<file path="src/rtl/kmpc_pkg.sv">
// ----------------------------------------------------------------------------
// Keyboard and mouse port controller package
// Shared types, bus field widths, port decodes and fixed codes.
// ----------------------------------------------------------------------------
package kmpc_pkg;

  localparam int RING_DEPTH_DEF = 16;

  localparam int IN_FIELDS_W  = 44;
  localparam int IN_TDATA_W   = 48;
  localparam int IN_TUSER_W   = 3;
  localparam int OUT_FIELDS_W = 11;
  localparam int OUT_TDATA_W  = 16;

  typedef enum logic [IN_TUSER_W-1:0] {
    OP_READ  = 3'd0,
    OP_WRITE = 3'd1,
    OP_TICK  = 3'd2,
    OP_SCAN  = 3'd3,
    OP_MOUSE = 3'd4
  } op_t;

  localparam logic [7:0] PORT_KEY   = 8'h60;
  localparam logic [7:0] PORT_B     = 8'h61;
  localparam logic [7:0] PORT_SYS   = 8'h62;
  localparam logic [7:0] PORT_STAT1 = 8'h64;
  localparam logic [7:0] PORT_STAT2 = 8'h65;
  localparam logic [7:0] PORT_MX    = 8'h78;
  localparam logic [7:0] PORT_MY    = 8'h7A;

  localparam logic [7:0] CODE_SELFTEST = 8'hAA;
  localparam logic [7:0] CODE_L_PRESS  = 8'h7E;
  localparam logic [7:0] CODE_R_PRESS  = 8'h7D;
  localparam logic [7:0] CODE_L_REL    = 8'hFE;
  localparam logic [7:0] CODE_R_REL    = 8'hFD;

  localparam logic [7:0] STAT1_FORCE = 8'h0D;
  localparam logic [7:0] STAT1_MASK  = 8'h7F;
  localparam logic [7:0] READ_IDLE   = 8'hFF;

  localparam int PB_GATE     = 0;
  localparam int PB_ENABLE   = 1;
  localparam int PB_NIB_SEL  = 2;
  localparam int PB_SELFTEST = 6;
  localparam int PB_STATUS   = 7;

  typedef struct packed {
    logic       speaker_on;
    logic       speaker_gate;
    logic       irq_request;
    logic [7:0] read_data;
  } result_t;

endpackage

</file>
<file path="src/rtl/keyboard_mouse_port_controller_top.sv">
// ----------------------------------------------------------------------------
// Keyboard and mouse port controller
// Port decode, scan-code ring, key latch, port B, status bytes and mouse
// counters of a PC-class keyboard and mouse port.
// ----------------------------------------------------------------------------
// Every input transaction carries one operation in in_tuser: a port read, a
// port write, a poll tick, a scan-code push or a mouse report. Each one gives
// exactly one output transaction with the read byte, the interrupt request of
// a tick and the speaker bits of port B after that operation.
// An accepted transaction lands in an input register. From there one pass of
// decode and state update writes the result register, from which the
// receiver takes the result. One transaction per cycle is sustained while
// out_tready stays high, set by the combinational state update between the
// two registers.
// When the receiver stalls, the result register holds and the input register
// fills; in_tready drops only while both are occupied and out_tready is low.
// Reset clears both valid flags and all control and status state. The ring
// entries are not reset; a pop only reaches entries that were pushed.
// The ring wraps on overflow without a fullness check.
// ----------------------------------------------------------------------------
module keyboard_mouse_port_controller_top #(
  parameter int RING_DEPTH = kmpc_pkg::RING_DEPTH_DEF
) (
  input  logic                             clk,
  input  logic                             rst_n,
  input  logic                             in_tvalid,
  output logic                             in_tready,
  // port_address, write_data, scan_code, mouse_dx, mouse_dy, mouse_buttons,
  // speaker_output, nmi_pending
  input  logic [kmpc_pkg::IN_TDATA_W-1:0]  in_tdata,
  // operation
  input  logic [kmpc_pkg::IN_TUSER_W-1:0]  in_tuser,
  output logic                             out_tvalid,
  input  logic                             out_tready,
  // read_data, irq_request, speaker_gate, speaker_on
  output logic [kmpc_pkg::OUT_TDATA_W-1:0] out_tdata
);
  import kmpc_pkg::*;

  localparam int RING_AW = (RING_DEPTH > 1) ? $clog2(RING_DEPTH) : 1;
  localparam logic [RING_AW-1:0] RING_LAST = RING_AW'(RING_DEPTH - 1);

  logic                    in_valid_r;
  logic [IN_FIELDS_W-1:0]  in_data_r;
  logic [IN_TUSER_W-1:0]   in_user_r;
  logic                    out_valid_r;
  result_t                 out_data_r;
  logic                    advance;

  logic [7:0]              ring_r [RING_DEPTH];
  logic [RING_AW-1:0]      head_r, head_nxt;
  logic [RING_AW-1:0]      tail_r, tail_nxt;
  logic [RING_AW-1:0]      tail_one;
  logic [7:0]              latched_key_r, latched_key_nxt;
  logic [7:0]              waiting_key_r, waiting_key_nxt;
  logic                    irq_wanted_r, irq_wanted_nxt;
  logic [7:0]              port_b_r, port_b_nxt;
  logic [7:0]              status_one_r, status_one_nxt;
  logic [7:0]              status_two_r, status_two_nxt;
  logic [7:0]              mouse_x_r, mouse_x_nxt;
  logic [7:0]              mouse_y_r, mouse_y_nxt;
  logic [1:0]              last_buttons_r, last_buttons_nxt;
  result_t                 result_nxt;

  logic [1:0]              push_cnt;
  logic [7:0]              push_code0, push_code1;

  op_t                     op;
  logic [7:0]              port_address;
  logic [7:0]              write_data;
  logic [7:0]              scan_code;
  logic signed [7:0]       mouse_dx;
  logic signed [7:0]       mouse_dy;
  logic [1:0]              mouse_buttons;
  logic                    speaker_output;
  logic                    nmi_pending;

  function automatic logic [RING_AW-1:0] ring_next(input logic [RING_AW-1:0] idx);
    ring_next = (idx == RING_LAST) ? '0 : idx + 1'b1;
  endfunction

  assign advance   = in_valid_r && (!out_valid_r || out_tready);
  assign in_tready = !in_valid_r || advance;

  assign op             = op_t'(in_user_r);
  assign port_address   = in_data_r[7:0];
  assign write_data     = in_data_r[15:8];
  assign scan_code      = in_data_r[23:16];
  assign mouse_dx       = in_data_r[31:24];
  assign mouse_dy       = in_data_r[39:32];
  assign mouse_buttons  = in_data_r[41:40];
  assign speaker_output = in_data_r[42];
  assign nmi_pending    = in_data_r[43];

  assign tail_one = ring_next(tail_r);

  always_comb begin
    logic lp, rp, lr, rr;
    logic [7:0] key_after;
    head_nxt         = head_r;
    tail_nxt         = tail_r;
    latched_key_nxt  = latched_key_r;
    waiting_key_nxt  = waiting_key_r;
    irq_wanted_nxt   = irq_wanted_r;
    port_b_nxt       = port_b_r;
    status_one_nxt   = status_one_r;
    status_two_nxt   = status_two_r;
    mouse_x_nxt      = mouse_x_r;
    mouse_y_nxt      = mouse_y_r;
    last_buttons_nxt = last_buttons_r;
    push_cnt         = 2'd0;
    push_code0       = scan_code;
    push_code1       = CODE_R_REL;
    result_nxt.read_data   = READ_IDLE;
    result_nxt.irq_request = 1'b0;
    lp = mouse_buttons[0] && !last_buttons_r[0];
    rp = mouse_buttons[1] && !last_buttons_r[1];
    lr = !mouse_buttons[0] && last_buttons_r[0];
    rr = !mouse_buttons[1] && last_buttons_r[1];
    key_after = irq_wanted_r ? waiting_key_r : latched_key_r;

    unique case (op)
      OP_READ: begin
        unique case (port_address)
          PORT_KEY: begin
            if (port_b_r[PB_STATUS]) begin
              result_nxt.read_data = (status_one_r | STAT1_FORCE) & STAT1_MASK;
            end else begin
              result_nxt.read_data = latched_key_r;
              if (head_r == tail_r) begin
                irq_wanted_nxt = 1'b0;
              end else begin
                waiting_key_nxt = ring_r[head_r];
                head_nxt        = ring_next(head_r);
                irq_wanted_nxt  = 1'b1;
              end
            end
          end
          PORT_B: result_nxt.read_data = port_b_r;
          PORT_SYS: begin
            result_nxt.read_data = {1'b0, nmi_pending, speaker_output, 1'b0,
                                    port_b_r[PB_NIB_SEL] ? status_two_r[3:0]
                                                         : status_two_r[7:4]};
          end
          PORT_MX: result_nxt.read_data = mouse_x_r;
          PORT_MY: result_nxt.read_data = mouse_y_r;
          default: result_nxt.read_data = READ_IDLE;
        endcase
      end
      OP_WRITE: begin
        unique case (port_address)
          PORT_B: begin
            if (!port_b_r[PB_SELFTEST] && write_data[PB_SELFTEST]) begin
              push_cnt   = 2'd1;
              push_code0 = CODE_SELFTEST;
            end
            port_b_nxt = write_data;
            if (write_data[PB_STATUS]) begin
              latched_key_nxt = 8'd0;
            end
          end
          PORT_STAT1: status_one_nxt = write_data;
          PORT_STAT2: status_two_nxt = write_data;
          PORT_MX:    mouse_x_nxt    = 8'd0;
          PORT_MY:    mouse_y_nxt    = 8'd0;
          default:    port_b_nxt     = port_b_r;
        endcase
      end
      OP_TICK: begin
        if (irq_wanted_r) begin
          irq_wanted_nxt         = 1'b0;
          latched_key_nxt        = waiting_key_r;
          result_nxt.irq_request = 1'b1;
        end
        if (head_r != tail_r && key_after == 8'd0) begin
          waiting_key_nxt = ring_r[head_r];
          head_nxt        = ring_next(head_r);
          irq_wanted_nxt  = 1'b1;
        end
      end
      OP_SCAN: begin
        push_cnt   = 2'd1;
        push_code0 = scan_code;
      end
      OP_MOUSE: begin
        mouse_x_nxt      = mouse_x_r + mouse_dx;
        mouse_y_nxt      = mouse_y_r - mouse_dy;
        last_buttons_nxt = mouse_buttons;
        // Left and right edges are independent, so at most two codes go in.
        push_cnt   = 2'({1'b0, lp} + {1'b0, rp} + {1'b0, lr} + {1'b0, rr});
        push_code0 = lp ? CODE_L_PRESS : rp ? CODE_R_PRESS :
                     lr ? CODE_L_REL   : CODE_R_REL;
        push_code1 = (lp && rp) ? CODE_R_PRESS : (rp && lr) ? CODE_L_REL
                                                            : CODE_R_REL;
      end
      default: begin
        result_nxt.read_data = READ_IDLE;
      end
    endcase

    if (push_cnt == 2'd1) begin
      tail_nxt = tail_one;
    end else if (push_cnt == 2'd2) begin
      tail_nxt = ring_next(tail_one);
    end

    result_nxt.speaker_gate = port_b_nxt[PB_GATE];
    result_nxt.speaker_on   = port_b_nxt[PB_ENABLE];
  end

  always_ff @(posedge clk) begin
    if (!rst_n) begin
      in_valid_r     <= 1'b0;
      out_valid_r    <= 1'b0;
      head_r         <= '0;
      tail_r         <= '0;
      latched_key_r  <= 8'd0;
      waiting_key_r  <= 8'd0;
      irq_wanted_r   <= 1'b0;
      port_b_r       <= 8'd0;
      status_one_r   <= 8'd0;
      status_two_r   <= 8'd0;
      mouse_x_r      <= 8'd0;
      mouse_y_r      <= 8'd0;
      last_buttons_r <= 2'd0;
    end else begin
      if (in_tready) begin
        in_valid_r <= in_tvalid;
      end
      if (advance) begin
        out_valid_r    <= 1'b1;
        head_r         <= head_nxt;
        tail_r         <= tail_nxt;
        latched_key_r  <= latched_key_nxt;
        waiting_key_r  <= waiting_key_nxt;
        irq_wanted_r   <= irq_wanted_nxt;
        port_b_r       <= port_b_nxt;
        status_one_r   <= status_one_nxt;
        status_two_r   <= status_two_nxt;
        mouse_x_r      <= mouse_x_nxt;
        mouse_y_r      <= mouse_y_nxt;
        last_buttons_r <= last_buttons_nxt;
      end else if (out_tready) begin
        out_valid_r <= 1'b0;
      end
    end
  end

  always_ff @(posedge clk) begin
    if (in_tready && in_tvalid) begin
      in_data_r <= in_tdata[IN_FIELDS_W-1:0];
      in_user_r <= in_tuser;
    end
    if (advance) begin
      out_data_r <= result_nxt;
      if (push_cnt != 2'd0) begin
        ring_r[tail_r] <= push_code0;
      end
      if (push_cnt == 2'd2) begin
        ring_r[tail_one] <= push_code1;
      end
    end
  end

  assign out_tvalid = out_valid_r;
  assign out_tdata  = {(OUT_TDATA_W - OUT_FIELDS_W)'(0), out_data_r};

  a_irq_only_on_tick : assert property (@(posedge clk) disable iff (!rst_n)
    (advance && result_nxt.irq_request) |-> (op == OP_TICK))
    else $error("keyboard interrupt raised by an operation other than a tick");

  a_pop_sets_irq : assert property (@(posedge clk) disable iff (!rst_n)
    (advance && head_nxt != head_r) |=> irq_wanted_r)
    else $error("ring pop did not leave the interrupt pending");

  a_speaker_bits : assert property (@(posedge clk) disable iff (!rst_n)
    out_valid_r |-> (out_data_r.speaker_gate == port_b_r[PB_GATE] &&
                     out_data_r.speaker_on == port_b_r[PB_ENABLE]))
    else $error("result speaker bits differ from port B");

endmodule
</file>
<file path="config.mk">
export PLATFORM = sky130hd
export DESIGN_NAME = keyboard_mouse_port_controller_top
export DESIGN_NICKNAME = d
export VERILOG_FILES = /design/src/rtl/kmpc_pkg.sv /design/src/rtl/keyboard_mouse_port_controller_top.sv
export SDC_FILE = /design/constraint.sdc
export NUM_CORES = 1
export LEC_CHECK = 0
export ABC_AREA = 1
export BUFFER_PORTS_ARGS = -buffer_cell sky130_fd_sc_hd__buf_2
export CORE_MARGIN = 5
export CORE_UTILIZATION = 61
export CTS_CLUSTER_DIAMETER = 120
export DETAILED_ROUTE_END_ITERATION = 7
export PLACE_DENSITY = 0.8
export SYNTH_ARGS = -nofsm -noshare
export SYNTH_HDL_FRONTEND = slang
export SYNTH_SLANG_ARGS = --single-unit
</file>
<file path="constraint.sdc">
create_clock -name clk -period 3.6 [get_ports clk]
set_input_delay 0.18 -clock clk [delete_from_list [all_inputs] [get_ports clk]]
set_output_delay 0.18 -clock clk [all_outputs]
set_load 0.01 [all_outputs]
</file>
==> flow_metrics.tcl <==
set metrics [dict create \
    wire_per_inst_microns 17.5 \
    status "completed" \
    hold_violations 0 \
    synth_edf_count 106 \
    fmax_ghz 0.291 \
    track_usage_pct 29.0 \
    ios 73 \
    clock_latency_ns 0.53 \
    grt_pass1_wl_microns 52400 \
    via_per_inst 5.80 \
    setup.worst_path.start_class "flip-flop" \
    dpl.hpwl_microns 21100 \
    grt_max_degree 84 \
    cap_violations 0 \
    port_buffers 63 \
    antenna_found_initial 0 \
    nets 1685 \
    highest_layer "met4" \
    clock_sinks 255 \
    start_util_pct 62.1 \
    multiInputGateArea_sq_um 5010 \
    cp.arrival_ns 3.71 \
    first_global_vias 10359 \
    holdPathEnd "waiting_key_r[3]" \
    avgSynthCellArea_sq_um 8.13 \
    holdWs_ns 0.197 \
    path_max_fanout 5 \
    layout_common_cells "232 x nor2_1, 209 x nand2_1, 159 x inv_1" \
    min_period_over_period_pct 95.3 \
    post-route-min-period_ns 3.43 \
    core_sq_um 19500 \
    synth_warnings 0 \
    setup_tns_ns 0 \
    drtPass1Iterations 6 \
    tightestPinTransition_ns 0.957 \
    drtAntennaViolNets 0 \
    power_leakage_nw 6.13 \
    powerDensity_nw_per_um2 449 \
    cts_setup_buffers 0 \
    yosys.cell_types.count 42 \
    worst_setup_path_end_kind "flip-flop" \
    crit_required_ns 3.88 \
    hold_class "primary input to flip-flop" \
    regArea_sq_um 6170 \
    slew_viol_final 0 \
    rsz0062_at_grt "false" \
    grt_overflow 0 \
    reg2reg_to "ring_r[6][7]" \
    hold_start "rst_n" \
    syn2layout_area_growth_pct 15.5 \
    stdcell_count 1883 \
    cts_tree "built" \
    n_antenna_cell 0 \
    p_total_mw 6.29 \
    r2r_slack_ns 0.17 \
    whs_path_depth 3 \
    rows 51 \
    cts_buffers 27 \
    route.met3.wl_microns 3610 \
    wl_microns 33000 \
    drive_gt1_share_pct 12.5 \
    r2r_start "in_data_r[41]" \
    dr_wl_met2_microns 14800 \
    final_common_cell "nor2_1" \
    critical_path_class "flip-flop to flip-flop" \
    finalSetupViolCount 0 \
    drtIter0Drc 1200 \
    async_flop_share_pct 0 \
    gp_congestion 0.956 \
    ctsHtreeMaxLevel 1 \
    nFillCells 1511 \
    clk_pin_slew_ns 0.06 \
    vias 10921 \
    clk_path_buf_depth 3 \
    die_area_sq_um 22800 \
    slew_headroom_pct 36.2 \
    synth-seq-area-share_pct 50.8 \
    die_y_microns 151 \
    syn_area_sq_um 12100 \
    syn_inst 1491 \
    synth_seq_cells 255 \
    vdd_drop_max_mv 0.391 \
    die_w_microns 151 \
    rr_worst_depth 18 \
    wl_met1_microns 13600 \
    drcViolationCount 0 \
    root_buffer "clkbuf_16" \
    finalClockSkew_ns 0.0109 \
    dp.cells 1784 \
    ys.flop_type "dfxtp_1" \
]
[worst max-delay path by stage]
stage	endpoint	from	slack (ns)
6_report	ring_r[6][7]	in_data_r[41]	0.17
5_1_grt	ring_r[6][7]	in_data_r[41]	0.03
4_1_cts	ring_r[9][0]	in_data_r[41]	0.06
3_5_place_dp	ring_r[0][1]	in_data_r[41]	0.11
3_3_place_gp	ring_r[9][0]	in_data_r[41]	0.20
2_1_floorplan	ring_r[7][0]	in_data_r[41]	0.54
[registers in the layout, indices dropped and copies added, names as in the netlist, named ones only]
name	count
ring_r	128
status_one_r	4
tail_r	4
port_b_r	8
latched_key_r	8
out_tdata	11
in_user_r	3
in_data_r	44
irq_wanted_r	1
out_tvalid	1
status_two_r	8
last_buttons_r	2
mouse_y_r	8
waiting_key_r	8
in_valid_r	1
mouse_x_r	8
head_r	4
[Yosys cell counts, types with 3 or more instances]
master,n,area share (%)
a22oi_1,19,1.2
nor3_1,6,0.25
buf_4,7,0.43
or2_2,6,0.31
o211ai_1,29,1.8
nand2_2,6,0.31
nor2_1,239,7.4
o21ai_0,123,5.1
o21ai_1,17,0.70
nand3b_1,5,0.31
buf_1,5,0.15
xnor2_1,3,0.22
nor2_2,8,0.41
clkbuf_1,27,0.84
a21oi_1,98,4.0
nand3_1,72,3.0
nor3_2,4,0.33
nand2_1,216,6.7
fa_1,3,0.50
inv_2,43,1.3
edfxtp_1,106,26
dfxtp_1,149,25
o22ai_1,60,3.1
buf_2,13,0.54
nand4_1,14,0.72
inv_1,160,5.0
o22a_1,4,0.29
ha_1,29,3.0
[final cells by class]
class                           instances  area share [%]
Multi-Input combinational cell        983            35.8
Timing Repair Buffer                  126            6.52
Tap cell                              265            2.37
Clock buffer                           37            5.24
Sequential cell                       255            44.0
Inverter                              205            5.50
Clock inverter                         12           0.572
[layer usage]
metal	GRT usage (%)	vias up
met5	0	-
met4	9.84	0
met3	5.86	105
met2	45.5	563
met1	40.3	5048
li1	-	5205
[what timing repair did]
action,in CTS,in global routing
resized for setup,0,15
endpoints found under the hold margin,49,0
hold buffers,50,0
endpoints found under the setup margin,0,99
[report_power, final]
group / internal (mW) / leakage, nW / switching (mW) / total (mW)
sequential: 3.12 / 2.19 / 0.0627 / 3.18
clock: 1.49 / 0.404 / 1.10 / 2.59
combinational: 0.191 / 3.54 / 0.330 / 0.522
total: 4.80 / 6.13 / 1.50 / 6.29
[per-stage QoR]
step / setup slack, ns / area (sq um) / util [%]
after global routing: 0.0256 / 14000 / 71.7
after global placement: 0.196 / 12600 / 64.8
final: 0.168 / 14000 / 71.7
after floorplan: 0.539 / 12100 / -
after CTS: 0.0584 / 14000 / 71.5
after detailed placement: 0.109 / 12600 / 64.8
[logic make-up after synthesis]
kind of cell / share of synthesized area [%]
XOR/XNOR: 0.289
AND/OR/NAND/NOR: 20.1
AO/OA/AOI/OAI: 16.8
buffers and inverters: 8.31
adder cells (fa/ha/maj): 3.49
flip-flops: 50.8
multiplexers: 0.165
other: 0.0309
[worst max-delay path, stage by stage (launching register included)]
cell and delay (ns):
edfxtp_1 0.33, inv_2 0.05, nor2_2 0.13, inv_1 0.11, fa_1 0.51, inv_1 0.04, ha_1 0.17, or2_2 0.29
a21oi_1 0.20, ha_1 0.18, nand2_1 0.10, inv_2 0.09, nand2_1 0.20, nor2_1 0.25, inv_2 0.08, nand2_1 0.20
inv_2 0.09, nand2_1 0.06, o21ai_1 0.08
Note: power is estimated with default switching activity, not from simulation.
